==> src/sv/gif_lzw_decoder_unit_defines.svh <==
// ----------------------------------------------------------------------------
// GIF LZW decoder assertion macros
// Assertion forms used by the decoder engine.
// ----------------------------------------------------------------------------
`ifndef GIF_LZW_DECODER_UNIT_DEFINES_SVH
`define GIF_LZW_DECODER_UNIT_DEFINES_SVH

// Same-cycle implication, disabled during reset.
`define GLD_ASSERT_NOW(label, clk, rst, ante, cons, msg) \
   label: assert property (@(posedge clk) disable iff (rst) (ante) |-> (cons)) \
      else $error(msg);

// Next-cycle implication, disabled during reset.
`define GLD_ASSERT_NEXT(label, clk, rst, ante, cons, msg) \
   label: assert property (@(posedge clk) disable iff (rst) (ante) |=> (cons)) \
      else $error(msg);

`endif

==> src/sv/gld_pkg.sv <==
// ----------------------------------------------------------------------------
// GIF LZW decoder package
// Word types, status codes and operation codes shared by the decoder.
// ----------------------------------------------------------------------------
package gld_pkg;

   typedef struct packed {
      logic [1:0] kind;
      logic [7:0] data_byte;
   } req_type;

   typedef struct packed {
      logic [2:0] status;
      logic [7:0] pixel_index;
   } rsp_type;

   localparam logic [1:0] KIND_PUSH    = 2'd0;
   localparam logic [1:0] KIND_PULL    = 2'd1;
   localparam logic [1:0] KIND_RESTART = 2'd2;

   localparam logic [1:0] OP_PUSH    = 2'd0;
   localparam logic [1:0] OP_PULL    = 2'd1;
   localparam logic [1:0] OP_RESTART = 2'd2;
   localparam logic [1:0] OP_NOP     = 2'd3;

   typedef struct packed {
      logic [1:0] op;
      logic [7:0] data_byte;
   } cmd_type;

   localparam logic [2:0] ST_ACCEPTED = 3'd0;
   localparam logic [2:0] ST_FULL     = 3'd1;
   localparam logic [2:0] ST_PIXEL    = 3'd2;
   localparam logic [2:0] ST_NEED     = 3'd3;
   localparam logic [2:0] ST_END      = 3'd4;
   localparam logic [2:0] ST_CORRUPT  = 3'd5;
   localparam logic [2:0] ST_RESTART  = 3'd6;

   localparam logic [1:0] FIN_RUN = 2'd0;
   localparam logic [1:0] FIN_END = 2'd1;
   localparam logic [1:0] FIN_BAD = 2'd2;

   localparam logic [3:0] ROOT_RESET = 4'd8;
   localparam logic [3:0] ROOT_MIN   = 4'd2;
   localparam logic [3:0] ROOT_MAX   = 4'd8;

endpackage

==> src/sv/gld_front.sv <==
// ----------------------------------------------------------------------------
// GIF LZW decoder front end
// Accepts request words, classifies them and holds them in a two-entry queue.
// ----------------------------------------------------------------------------
module gld_front
   import gld_pkg::*;
(
   input  logic    clock,
   input  logic    reset,
   input  logic    req_valid,
   output logic    req_ready,
   input  req_type req_data,
   output logic    cmd_valid,
   input  logic    cmd_pop,
   output cmd_type cmd_data
);
   cmd_type    q_ff [2];
   cmd_type    cmd_in;
   logic       wr_ptr_ff, wr_ptr_in, rd_ptr_ff, rd_ptr_in;
   logic [1:0] count_ff, count_in;
   logic       push;

   assign req_ready = (count_ff != 2'd2);
   assign push      = req_valid && req_ready;
   assign cmd_valid = (count_ff != 2'd0);
   assign cmd_data  = q_ff[rd_ptr_ff];

   always_comb begin
      cmd_in.data_byte = req_data.data_byte;
      unique case (req_data.kind)
         KIND_PUSH:    cmd_in.op = OP_PUSH;
         KIND_PULL:    cmd_in.op = OP_PULL;
         KIND_RESTART: cmd_in.op = OP_RESTART;
         default:      cmd_in.op = OP_NOP;
      endcase
      wr_ptr_in = push ? ~wr_ptr_ff : wr_ptr_ff;
      rd_ptr_in = cmd_pop ? ~rd_ptr_ff : rd_ptr_ff;
      count_in  = count_ff + 2'(push) - 2'(cmd_pop);
   end

   always_ff @(posedge clock) begin
      if (reset) begin
         wr_ptr_ff <= 1'b0;
         rd_ptr_ff <= 1'b0;
         count_ff  <= 2'd0;
      end else begin
         wr_ptr_ff <= wr_ptr_in;
         rd_ptr_ff <= rd_ptr_in;
         count_ff  <= count_in;
      end
      if (push) begin
         q_ff[wr_ptr_ff] <= cmd_in;
      end
   end
endmodule

==> config.mk <==
export PLATFORM = sky130hd
export DESIGN_NAME = gld_front
export DESIGN_NICKNAME = d
export VERILOG_FILES = /design/src/sv/gif_lzw_decoder_unit_defines.svh /design/src/sv/gld_pkg.sv /design/src/sv/gld_front.sv
export SDC_FILE = /design/constraint.sdc
export NUM_CORES = 1
export LEC_CHECK = 0
export BUFFER_PORTS_ARGS = -buffer_cell sky130_fd_sc_hd__buf_2
export CAP_MARGIN = 0
export CELL_PAD_IN_SITES_DETAIL_PLACEMENT = 0
export CELL_PAD_IN_SITES_GLOBAL_PLACEMENT = 2
export CORE_ASPECT_RATIO = 0.5
export CORE_MARGIN = 1
export CORE_UTILIZATION = 34
export CTS_CLUSTER_DIAMETER = 200
export DETAILED_ROUTE_END_ITERATION = 10
export GPL_ROUTABILITY_DRIVEN = 0
export PLACE_DENSITY_LB_ADDON = 0.1
export SLEW_MARGIN = 20
export SYNTH_ARGS = -nofsm -noshare
export SYNTH_HDL_FRONTEND = slang
export SYNTH_SLANG_ARGS = --single-unit
==> constraint.sdc <==
create_clock -name clock -period 1.8 [get_ports clock]
set_clock_uncertainty 0.1 [all_clocks]
set_input_delay 0.18 -clock clock [delete_from_list [all_inputs] [get_ports clock]]
set_output_delay 0.18 -clock clock [all_outputs]
set_load 0.01 [all_outputs]
## Word-level counts from Yosys, hierarchy flattened

Memory sizes are Yosys's and may differ from the RTL's. A register that Yosys moved wholly into a read port is not among the register bits.
Cells that the tools add are included.

- Bits in registers: 4
- Bits in writable memories: 20
- Bits of input ports: 14
- Output and inout port bits: 12
- Word-level logic and storage cells: 19
- Memories: 1

- Add/subtract/negate cells: 2
- Equality and inequality tests: 3
- Muxes and demuxes: 5
- Bitwise logic cells: 2
- Reductions and logical operators: 3

Memory list:

| memory | words | bits a word | rd ports | clocked after Yosys merged registers in | wr ports | line | RTL |
|---|---|---|---|---|---|---|---|
| q_ff | 2 | 10 | 1 | 1 | 1 | gld_front.sv:17 | `cmd_type q_ff [2];` |

Operators by type and width:

| kind | number |
|---|---|
| 2-bit case mux with 3 select lines | 1 |
| 1-bit 2-to-1 mux | 4 |
| 2-bit by 1-bit adder with 2-bit output | 1 |
| 2-bit by 1-bit == test with 1-bit output (second input constant) | 1 |
| 2-bit == test (second input constant) | 1 |
| 2-bit zero test | 1 |
| 2-bit inequality test (second input constant) | 1 |
| 1-bit NOT | 2 |
| 2-bit nonzero test | 1 |
| 2-bit by 1-bit subtractor with 2-bit output | 1 |
| 1-bit logical AND | 1 |

## Depth between registers and ports, before layout

Gate-level depths: netlist (run 1).

- Depth after elaboration: 4
- Depth in mapped cells: 7

## Worst setup path after synthesis (run 1)

Ideal clock, no wire load.

- Kind: register to register
- From: register count_ff[0]
- To: register count_ff[1]
- Setup time: 0.065 ns
- Data arrival time: 1.562 ns
- Setup slack: 0.073 ns
- Stages on the path, launching flop included: 7
- Buffers on the path: 0
- Clock period less this slack: 1.727 ns
- Cell sequence: dfxtp_1 -> nand2b_1 -> nand2_1 -> xnor2_1 -> ha_1 -> or4b_1 -> nand4b_1

- Cells in the longest elaborated chain, start to end: 4

Ends and longest elaborated chain:

| item | line | RTL |
|---|---|---|
| from (decl) | gld_front.sv:20 | `logic [1:0] count_ff, count_in;` |
| from (signal assigned) | gld_front.sv:49 | `count_ff <= count_in;` |
| 2-bit inequality test | gld_front.sv:23 | `assign req_ready = (count_ff != 2'd2);` |
| net req_ready | gld_front.sv:11 | `output logic req_ready,` |
| 1-bit logical AND | gld_front.sv:24 | `assign push = req_valid && req_ready;` |
| 2-bit by 1-bit adder with 2-bit output | gld_front.sv:38 | `count_in = count_ff + 2'(push) - 2'(cmd_pop);` |
| 2-bit by 1-bit subtractor with 2-bit output | gld_front.sv:38 |  |

The timed path passes the listed nets, and every way through them passes these cells.
A chain may end at the register's enable or synchronous reset.

==> results of run 1 <==
==> synthesized netlist by cell type <==
cell type,number,share of area [%]
a2111oi_0,1,0.89
a21bo_1,1,1.0
a21boi_1,1,0.76
a21oi_1,1,0.51
and3_2,1,0.76
buf_2,1,0.51
clkbuf_1,2,0.76
dfxtp_1,5,10
edfxtp_1,20,61
ha_1,1,1.3
inv_1,3,1.1
mux2_2,10,11
nand2_1,1,0.38
nand2b_1,2,1.3
nand3b_1,1,0.76
nand4b_1,2,1.8
nor2_1,2,0.76
nor2b_1,1,0.64
or2_2,1,0.64
or4_1,1,0.76
or4b_1,1,1.0
xnor2_1,2,1.8
==> path summary, 6_finish.rpt <==
kind	endpoint	depth (start not counted)	slack, ns
max reg2reg	count_ff[1]$_SDFF_PP0_	6	0.12
max	cmd_data[2]	2	0.12
min	q_ff[1][2]$_DFFE_PP_	1	0.007
min reg2reg	register	2	0.43
==> state kept, by name, summed over array words and instances, names as in the netlist, named ones only <==
name	count
q_ff	20
count_ff	2
rd_ptr_ff	1
wr_ptr_ff	1
==> logic make-up (layout without fill, tap and decap cells) <==
kind of cell	Yosys count	count (layout)	synth area share, %
compound gates	4	4	3.18
xor+xnor	2	2	1.78
fa+ha+maj	1	1	1.27
buf+inv	6	42	2.41
flops	25	25	71.2
mux	10	10	11.4
simple gates	13	13	8.77
==> repair_timing <==
action,in CTS,in global routing
gates resized for setup,0,6
endpoints found under the setup margin,0,1
hold buffers,8,0
hold endpoints to repair,15,0
buffers inserted,0,1
==> per-stage QoR <==
stage	total power [mW]	std cells	hold WS [ns]	cell area [sq um]
floorplan	0.847	61	0.149	985
global placement	0.921	121	0.268	1150
detailed placement	0.932	121	0.272	1150
CTS	1.28	133	0.000953	1280
global route	1.34	134	0.00393	1310
finish	1.27	134	0.00686	1310
==> per-layer routing <==
metal	wire length [microns]	vias to the layer above	global-route usage (%)
li1	-	297	-
met1	720	273	11.2
met2	791	21	22.1
met3	89	0	4.09
met4	0	0	4.17
met5	0	-	0
==> where the power goes <==
part | switching, mW | total (mW) | internal, mW
combinational | 0.109 | 0.236 | 0.127
sequential | 0.0265 | 0.714 | 0.687
clock | 0.169 | 0.325 | 0.156
==> layout make-up <==
class	count	area (sq um)	area share, %
clock buffers	3	41.3	3.16
clock inverters	1	7.51	0.575
inverters	3	11.3	0.862
multi-input cells	30	277	21.2
flip-flops and latches	25	703	53.8
well taps	37	46.3	3.54
repair buffers	35	220	16.9
==> metrics, run 1 <==
clock transition at the registers of the reported paths around 0.080 ns; drt first pass iters 4; initial antenna violation count 0; Syn Nets 76; routed length per instance 11.9 microns; Layout Nets 113; hold path startpoint req_data[2]; vias in the first global route roughly 570; Sink Count 25; Final Hold Viols 0; Crit path largest cell delay just over 0.6 ns; slew margin rel. between 60 and 70%; Yosys Warn Count 0; Ant. Diodes 0; Max IR drop VDD approximately 0.37 mV; MaxCap Viol Count 0; Detail Placement HPWL ~1100 microns; fmax about 600 MHz; Max Slew Vio Count 0; type of origin of the critical path register; Setup violations, final 0; Clock Latency Late Sink 0.26 ns; GRT Util Overall 11.0%; kind of cell adding the most delay to the critical path flip-flops; layout cell share with drive strength beyond 1 49.5%; sequential share of the synthesized area 71.2%; Die W about 78 microns; crit path DAT 1.40 ns; die height around 40 microns; I/O pin count 26; die area between 3000 and 4000 sq um; Crit. End Element primary output; post-placement worst setup slack a little under 0.08 ns; first-pass GRT wire length roughly 2400 microns; Setup Crit Path Kind register to primary output; Post-Syn Area per Cell roughly 16 sq um; DR DRC count 0; Tcrit/Tclk final a little over nine tenths; CP bufs+invs 1; crit-path max FO 10; Port Buffers 25; Mapped Cells just over 60; RSZ-0062 raised after global routing no; initial drt markers 21; TritonCTS clock tree yes; routed vias between 500 and 600; critical-path cell list mux2_2, buf_2; largest net degree at the start of global routing 16; GRT overflow 0; core area roughly 2700 sq um; FF+latch count, synth 25; synthesized area 985 sq um; initial core utilization a little under two fifths; HP Class primary input to register; site row count 13; Final min period between 1.5 and 2 ns; Fill cells around 230; CTS Buf Count 3; Util after Layout 49.0%; status finished, final reports clean; Root Buffer clkbuf_8; via-per-instance ratio about 4.4; Synth cell types 22; actual slew at the worst max-slew pin approximately 0.47 ns; Setup WS post-layout 0.115 ns; Crit Reg-Reg Startpoint count_ff[1]$_SDFF_PP0_; WL final around 1600 microns; Antenna Nets Post-Route 0; Max Buffers Root-to-Sink 2; most frequent cells in the layout 25 x buf_2, 20 x edfxtp_1, 10 x mux2_2; CP max-delay cell dfxtp_1; synthesis-to-layout area growth 32.7%; pwr dens slightly below 1000 nW/um^2; leading cell type in the layout, fill and taps excluded buf_2; leakage power a little over 0.5 nW; CTS H-tree lvls 1; Setup TNS 0 ns; Critical Path RT between 1.5 and 2 ns
No activity file was read; power rests on OpenSTA's default activity.
==> run 2: changes to the inputs <==
--- a/config.mk
+++ b/config.mk
@@ -11,7 +11,7 @@
 export CELL_PAD_IN_SITES_GLOBAL_PLACEMENT = 2
 export CORE_ASPECT_RATIO = 0.5
 export CORE_MARGIN = 1
-export CORE_UTILIZATION = 34
+export CORE_UTILIZATION = 37
 export CTS_CLUSTER_DIAMETER = 200
 export DETAILED_ROUTE_END_ITERATION = 10
 export GPL_ROUTABILITY_DRIVEN = 0
==> constraint.sdc (replaced) <==
create_clock -name clock -period 2 [get_ports clock]
set_clock_uncertainty 0.1 [all_clocks]
set_input_delay 0.2 -clock clock [delete_from_list [all_inputs] [get_ports clock]]
set_output_delay 0.2 -clock clock [all_outputs]
set_load 0.01 [all_outputs]
==> run 2 against run 1 <==
- combinational power is 25% lower
- clock power is 12% lower
- power is 13% lower
- sequential share of layout area is 5.2 points higher
- worst setup slack better by 0.084 ns
- core utilization is 1.4 points higher
- global-route usage is 0.34 points higher
- highest routed layer unchanged
==> metrics, run 2 (synthesis results as in run 1) <==
routed vias 553; initial core utilization roughly two fifths; Setup TNS 0 ns; clock transition at the registers of the reported paths 0.08 ns; Final min period 1.80 ns; Root Buffer clkbuf_8; post-route insts no fill 122; pwr dens ~930 nW/um^2; routed length per instance between 10 and 15 microns; core area roughly 2400 sq um; via-per-instance ratio 4.53; slew margin rel. 69.4%; most frequent cells in the layout 25 x buf_2, 20 x edfxtp_1, 10 x mux2_2; Die W 75.0 microns; initial antenna violation count 0; first-pass GRT wire length roughly 2300 microns; placed inst area 1140 sq um; die height 38.5 microns; site row count 12; drt first pass iters 2; Max Slew Vio Count 0; leakage power between 0.4 and 0.5 nW; Detail Placement HPWL roughly 1100 microns; MaxCap Viol Count 0; GRT overflow 0; Max Buffers Root-to-Sink 2; GRT Util Overall between 10% and 20%; layout cell share with drive strength beyond 1 between 40% and 50%; Biggest register q_ff; crit-path max FO 5; Crit. End Element register; synthesis-to-layout area growth 20.6%; CTS resizes 0; Max IR drop VDD between 0.4 and 0.5 mV; fmax 555 MHz; TritonCTS clock tree yes; largest net degree at the start of global routing 15; Final Hold Viols 0; I/O pin count 26; Setup Crit Path Kind register to register; Sink Count 25; Setup violations, final 0; RSZ-0062 raised after global routing no; CTS H-tree lvls 1; HP Class primary input to register; Critical Path RT between 2 and 2.5 ns; Total Power Consumption between 1 and 1.5 mW; Port Buffers 25; CTS Buf Count 3; Regs by FF count q_ff (20), count_ff (2); Layout Nets 103; initial drt markers 14; leading cell type in the layout, fill and taps excluded buf_2; type of origin of the critical path register; Util after Layout around half; WL final 1500 microns; Fill cells 206; DR DRC count 0; status finished, final reports clean; actual slew at the worst max-slew pin 0.459 ns; area occupied by multi-input gates 260 sq um; dpl cells roughly 120; vias in the first global route 539; Tcrit/Tclk final around nine tenths; max reg flops 20; die area around 2900 sq um; crit path DAT ~1.9 ns; Antenna Nets Post-Route 0; Reg area between 700 and 800 sq um; Ant. Diodes 0; Clock Latency Late Sink around 0.26 ns; Post-CTS Setup Inserts 0; final instance area ~1200 sq um; CTS hold repair buffers 0
-- run 2: final timing paths --
path	start	end	slack, ns	cells after the start
max reg2reg	count_ff[0]$_SDFF_PP0_	count_ff[1]$_SDFF_PP0_	0.20	6
max	count_ff[0]$_SDFF_PP0_	count_ff[1]$_SDFF_PP0_	0.20	6
min	req_data[4]	q_ff[0][4]$_DFFE_PP_	0.02	1
min reg2reg	rd_ptr_ff$_SDFFE_PP0P_	rd_ptr_ff$_SDFFE_PP0P_	0.42	2
-- run 2: power breakdown --
| part | switching, mW | total, mW | internal, mW |
|---|---|---|---|
| Sequential | 0.0260 | 0.643 | 0.617 |
| Combinational | 0.0877 | 0.177 | 0.0895 |
| Clock | 0.147 | 0.286 | 0.139 |
| Total | 0.260 | 1.11 | 0.845 |
-- run 2: through the flow --
step / setup WS (ns) / hold slack, ns
after floorplan: 0.273 / 0.169
after global placement: 0.309 / 0.289
after global routing: 0.123 / 0.00743
final: 0.199 / 0.0224
after CTS: 0.206 / 0.0159
after detailed placement: 0.235 / 0.291
-- run 2: worst max-delay path: stages (launching register included) --
cell	delay [ns]
dfxtp_1	0.38
nand2b_1	0.20
nand2_1	0.09
xnor2_1	0.12
ha_1	0.21
or4b_1	0.52
nand4b_1	0.11
-- run 2: metal layers --
layer	vias up	track usage, %	share of wire [%]
met5	-	0	0
met4	0	0	0
met3	0	5.53	6.4
met2	16	21.6	50
met1	260	12.4	43
li1	277	-	-
-- run 2: layout make-up --
class	instances	area share [%]
multi-input combinational	30	21.9
sequential	25	59.0
inverter	3	0.948
clock buffer	3	3.48
timing repair buffer	25	10.5
clock inverter	1	0.421
tap	35	3.69
==> run 3: changes to the inputs <==
--- a/config.mk
+++ b/config.mk
@@ -5,15 +5,14 @@
 export SDC_FILE = /design/constraint.sdc
 export NUM_CORES = 1
 export LEC_CHECK = 0
-export BUFFER_PORTS_ARGS = -buffer_cell sky130_fd_sc_hd__buf_2
 export CAP_MARGIN = 0
 export CELL_PAD_IN_SITES_DETAIL_PLACEMENT = 0
 export CELL_PAD_IN_SITES_GLOBAL_PLACEMENT = 2
-export CORE_ASPECT_RATIO = 0.5
 export CORE_MARGIN = 1
-export CORE_UTILIZATION = 37
+export CORE_UTILIZATION = 44
 export CTS_CLUSTER_DIAMETER = 200
 export DETAILED_ROUTE_END_ITERATION = 10
+export DONT_BUFFER_PORTS = 1
 export GPL_ROUTABILITY_DRIVEN = 0
 export PLACE_DENSITY_LB_ADDON = 0.1
 export SLEW_MARGIN = 20
==> run 3 against run 2 <==
- critical path depth up 1
- clock power shrank 29%
- critical endpoint unchanged
- sequential power about the same
- die area decreased by 16%
==> metrics, run 3 (synthesis results as in run 1) <==
synthesis-to-layout area growth 18.9%; via-per-instance ratio approximately 5.2; leading cell type in the layout, fill and taps excluded edfxtp_1; CTS Buf Count 3; MaxCap Viol Count 0; most frequent cells in the layout 20 x edfxtp_1, 13 x dlygate4sd3_1, 10 x mux2_2; Crit. End Element register; TritonCTS clock tree yes; Biggest register q_ff; dpl cells between 80 and 90; slew margin rel. roughly three quarters; fmax ~550 MHz; Max Slew Vio Count 0; crit-path max FO 4; crit path DAT 1.98 ns; routed vias 537; pwr dens approximately 860 nW/um^2; largest net degree at the start of global routing 15; initial drt markers 7; WL final between 1500 and 2000 microns; status finished, final reports clean; CTS resizes 0; Regs by FF count q_ff (20), count_ff (2); Clock Latency Late Sink ~0.30 ns; Setup violations, final 0; Die W between 40 and 50 microns; Max IR drop VDD about 0.55 mV; I/O pin count 26; Sink Count 25; die area around 2400 sq um; max reg flops 20; leakage power a little over 0.4 nW; RSZ-0062 raised after global routing no; routed length per instance roughly 15 microns; first-pass GRT wire length between 2000 and 2500 microns; layout cell share with drive strength beyond 1 about 22%; Tcrit/Tclk final around nine tenths; Ant. Diodes 0; initial core utilization 48.2%; core area just over 2000 sq um; HP Class primary input to register; post-route insts no fill 103; CTS H-tree lvls 1; initial antenna violation count 0; actual slew at the worst max-slew pin between 0.3 and 0.4 ns; DR DRC count 0; Final min period around 1.8 ns; Antenna Nets Post-Route 0; Max Buffers Root-to-Sink 2; type of origin of the critical path register; Setup TNS 0 ns; GRT Util Overall 13.7%; GRT overflow 0; Fill cells 185; site row count 16; drt first pass iters 2; vias in the first global route between 500 and 600; Port Buffers 0; Critical Path RT between 2 and 2.5 ns; Layout Nets between 90 and 100; Root Buffer clkbuf_4; Setup Crit Path Kind register to register; Final Hold Viols 0; clock transition at the registers of the reported paths roughly 0.12 ns; Post-CTS Setup Inserts 0; die height approximately 50 microns
==> run 3: cell count changes in the layout (fill, tap and decap cells not counted), sizes merged <==
| cell | before | now |
|---|---|---|
| dlygate4sd3 | 0 | 13 |
| buf | 25 | 1 |
==> run 3: area by class of cell <==
type                    count  area (sq um)  area share [%]
multi-input cells          30           260            22.2
inverters                   3          11.3           0.962
well taps                  27          33.8            2.88
flip-flops and latches     25           701            59.8
clock inverters             1          5.00           0.427
repair buffers             14           138            11.8
clock buffers               3          22.5            1.92
==> run 3: path summary, 6_finish.rpt <==
| path | from | endpoint | slack [ns] | depth (start not counted) |
|---|---|---|---|---|
| setup reg to reg | count_ff[0]$_SDFF_PP0_ | count_ff[1]$_SDFF_PP0_ | 0.17 | 7 |
| hold reg to reg | rd_ptr_ff$_SDFFE_PP0P_ | rd_ptr_ff$_SDFFE_PP0P_ | 0.44 | 2 |
| hold / removal | reset | count_ff[1]$_SDFF_PP0_ | 0.02 | 2 |
| setup / recovery | count_ff[0]$_SDFF_PP0_ | count_ff[1]$_SDFF_PP0_ | 0.17 | 7 |
==> run 3: layer usage <==
layer  part of all wire, %  up-vias  GRT usage [%]
met5                     0        -              0
met4                   1.8        0           6.86
met3                   6.8        5           4.67
met2                    55       16           24.4
met1                    36      258           14.2
li1                      -      258              -
==> run 3: stage by stage <==
stage | hold WS (ns) | worst slack [ns] | power [mW] | cell area (sq um) | utilization (%)
final | 0.0184 | 0.166 | 1.01 | 1170 | 57.4
after floorplan | 0.169 | 0.273 | 0.763 | 985 | -
after CTS | 0.00773 | 0.211 | 1.02 | 1170 | 57.4
after global routing | 0.00235 | 0.0199 | 1.06 | 1170 | 57.4
after global placement | 0.171 | 0.395 | 0.783 | 1010 | 49.6
after detailed placement | 0.175 | 0.240 | 0.794 | 1010 | 49.6
==> run 3: what timing repair did <==
action,CTS,global route
hold buffers,13,0
endpoints found under the setup margin,0,0
hold endpoints to repair,24,0
==> run 3: report_power, final <==
group	switching, mW	leakage [nW]	total [mW]	internal [mW]
clock	0.129	0.0177	0.204	0.0745
combinational	0.0821	0.167	0.163	0.0813
sequential	0.0259	0.228	0.642	0.617
==> run 3: worst max-delay path: stages, from the launching register on <==
cell and delay [ns]:
dfxtp_1 0.39, nand2b_1 0.17, nand2_1 0.10, xnor2_1 0.15
ha_1 0.24, inv_1 0.05, a2111oi_0 0.40, nand4b_1 0.17
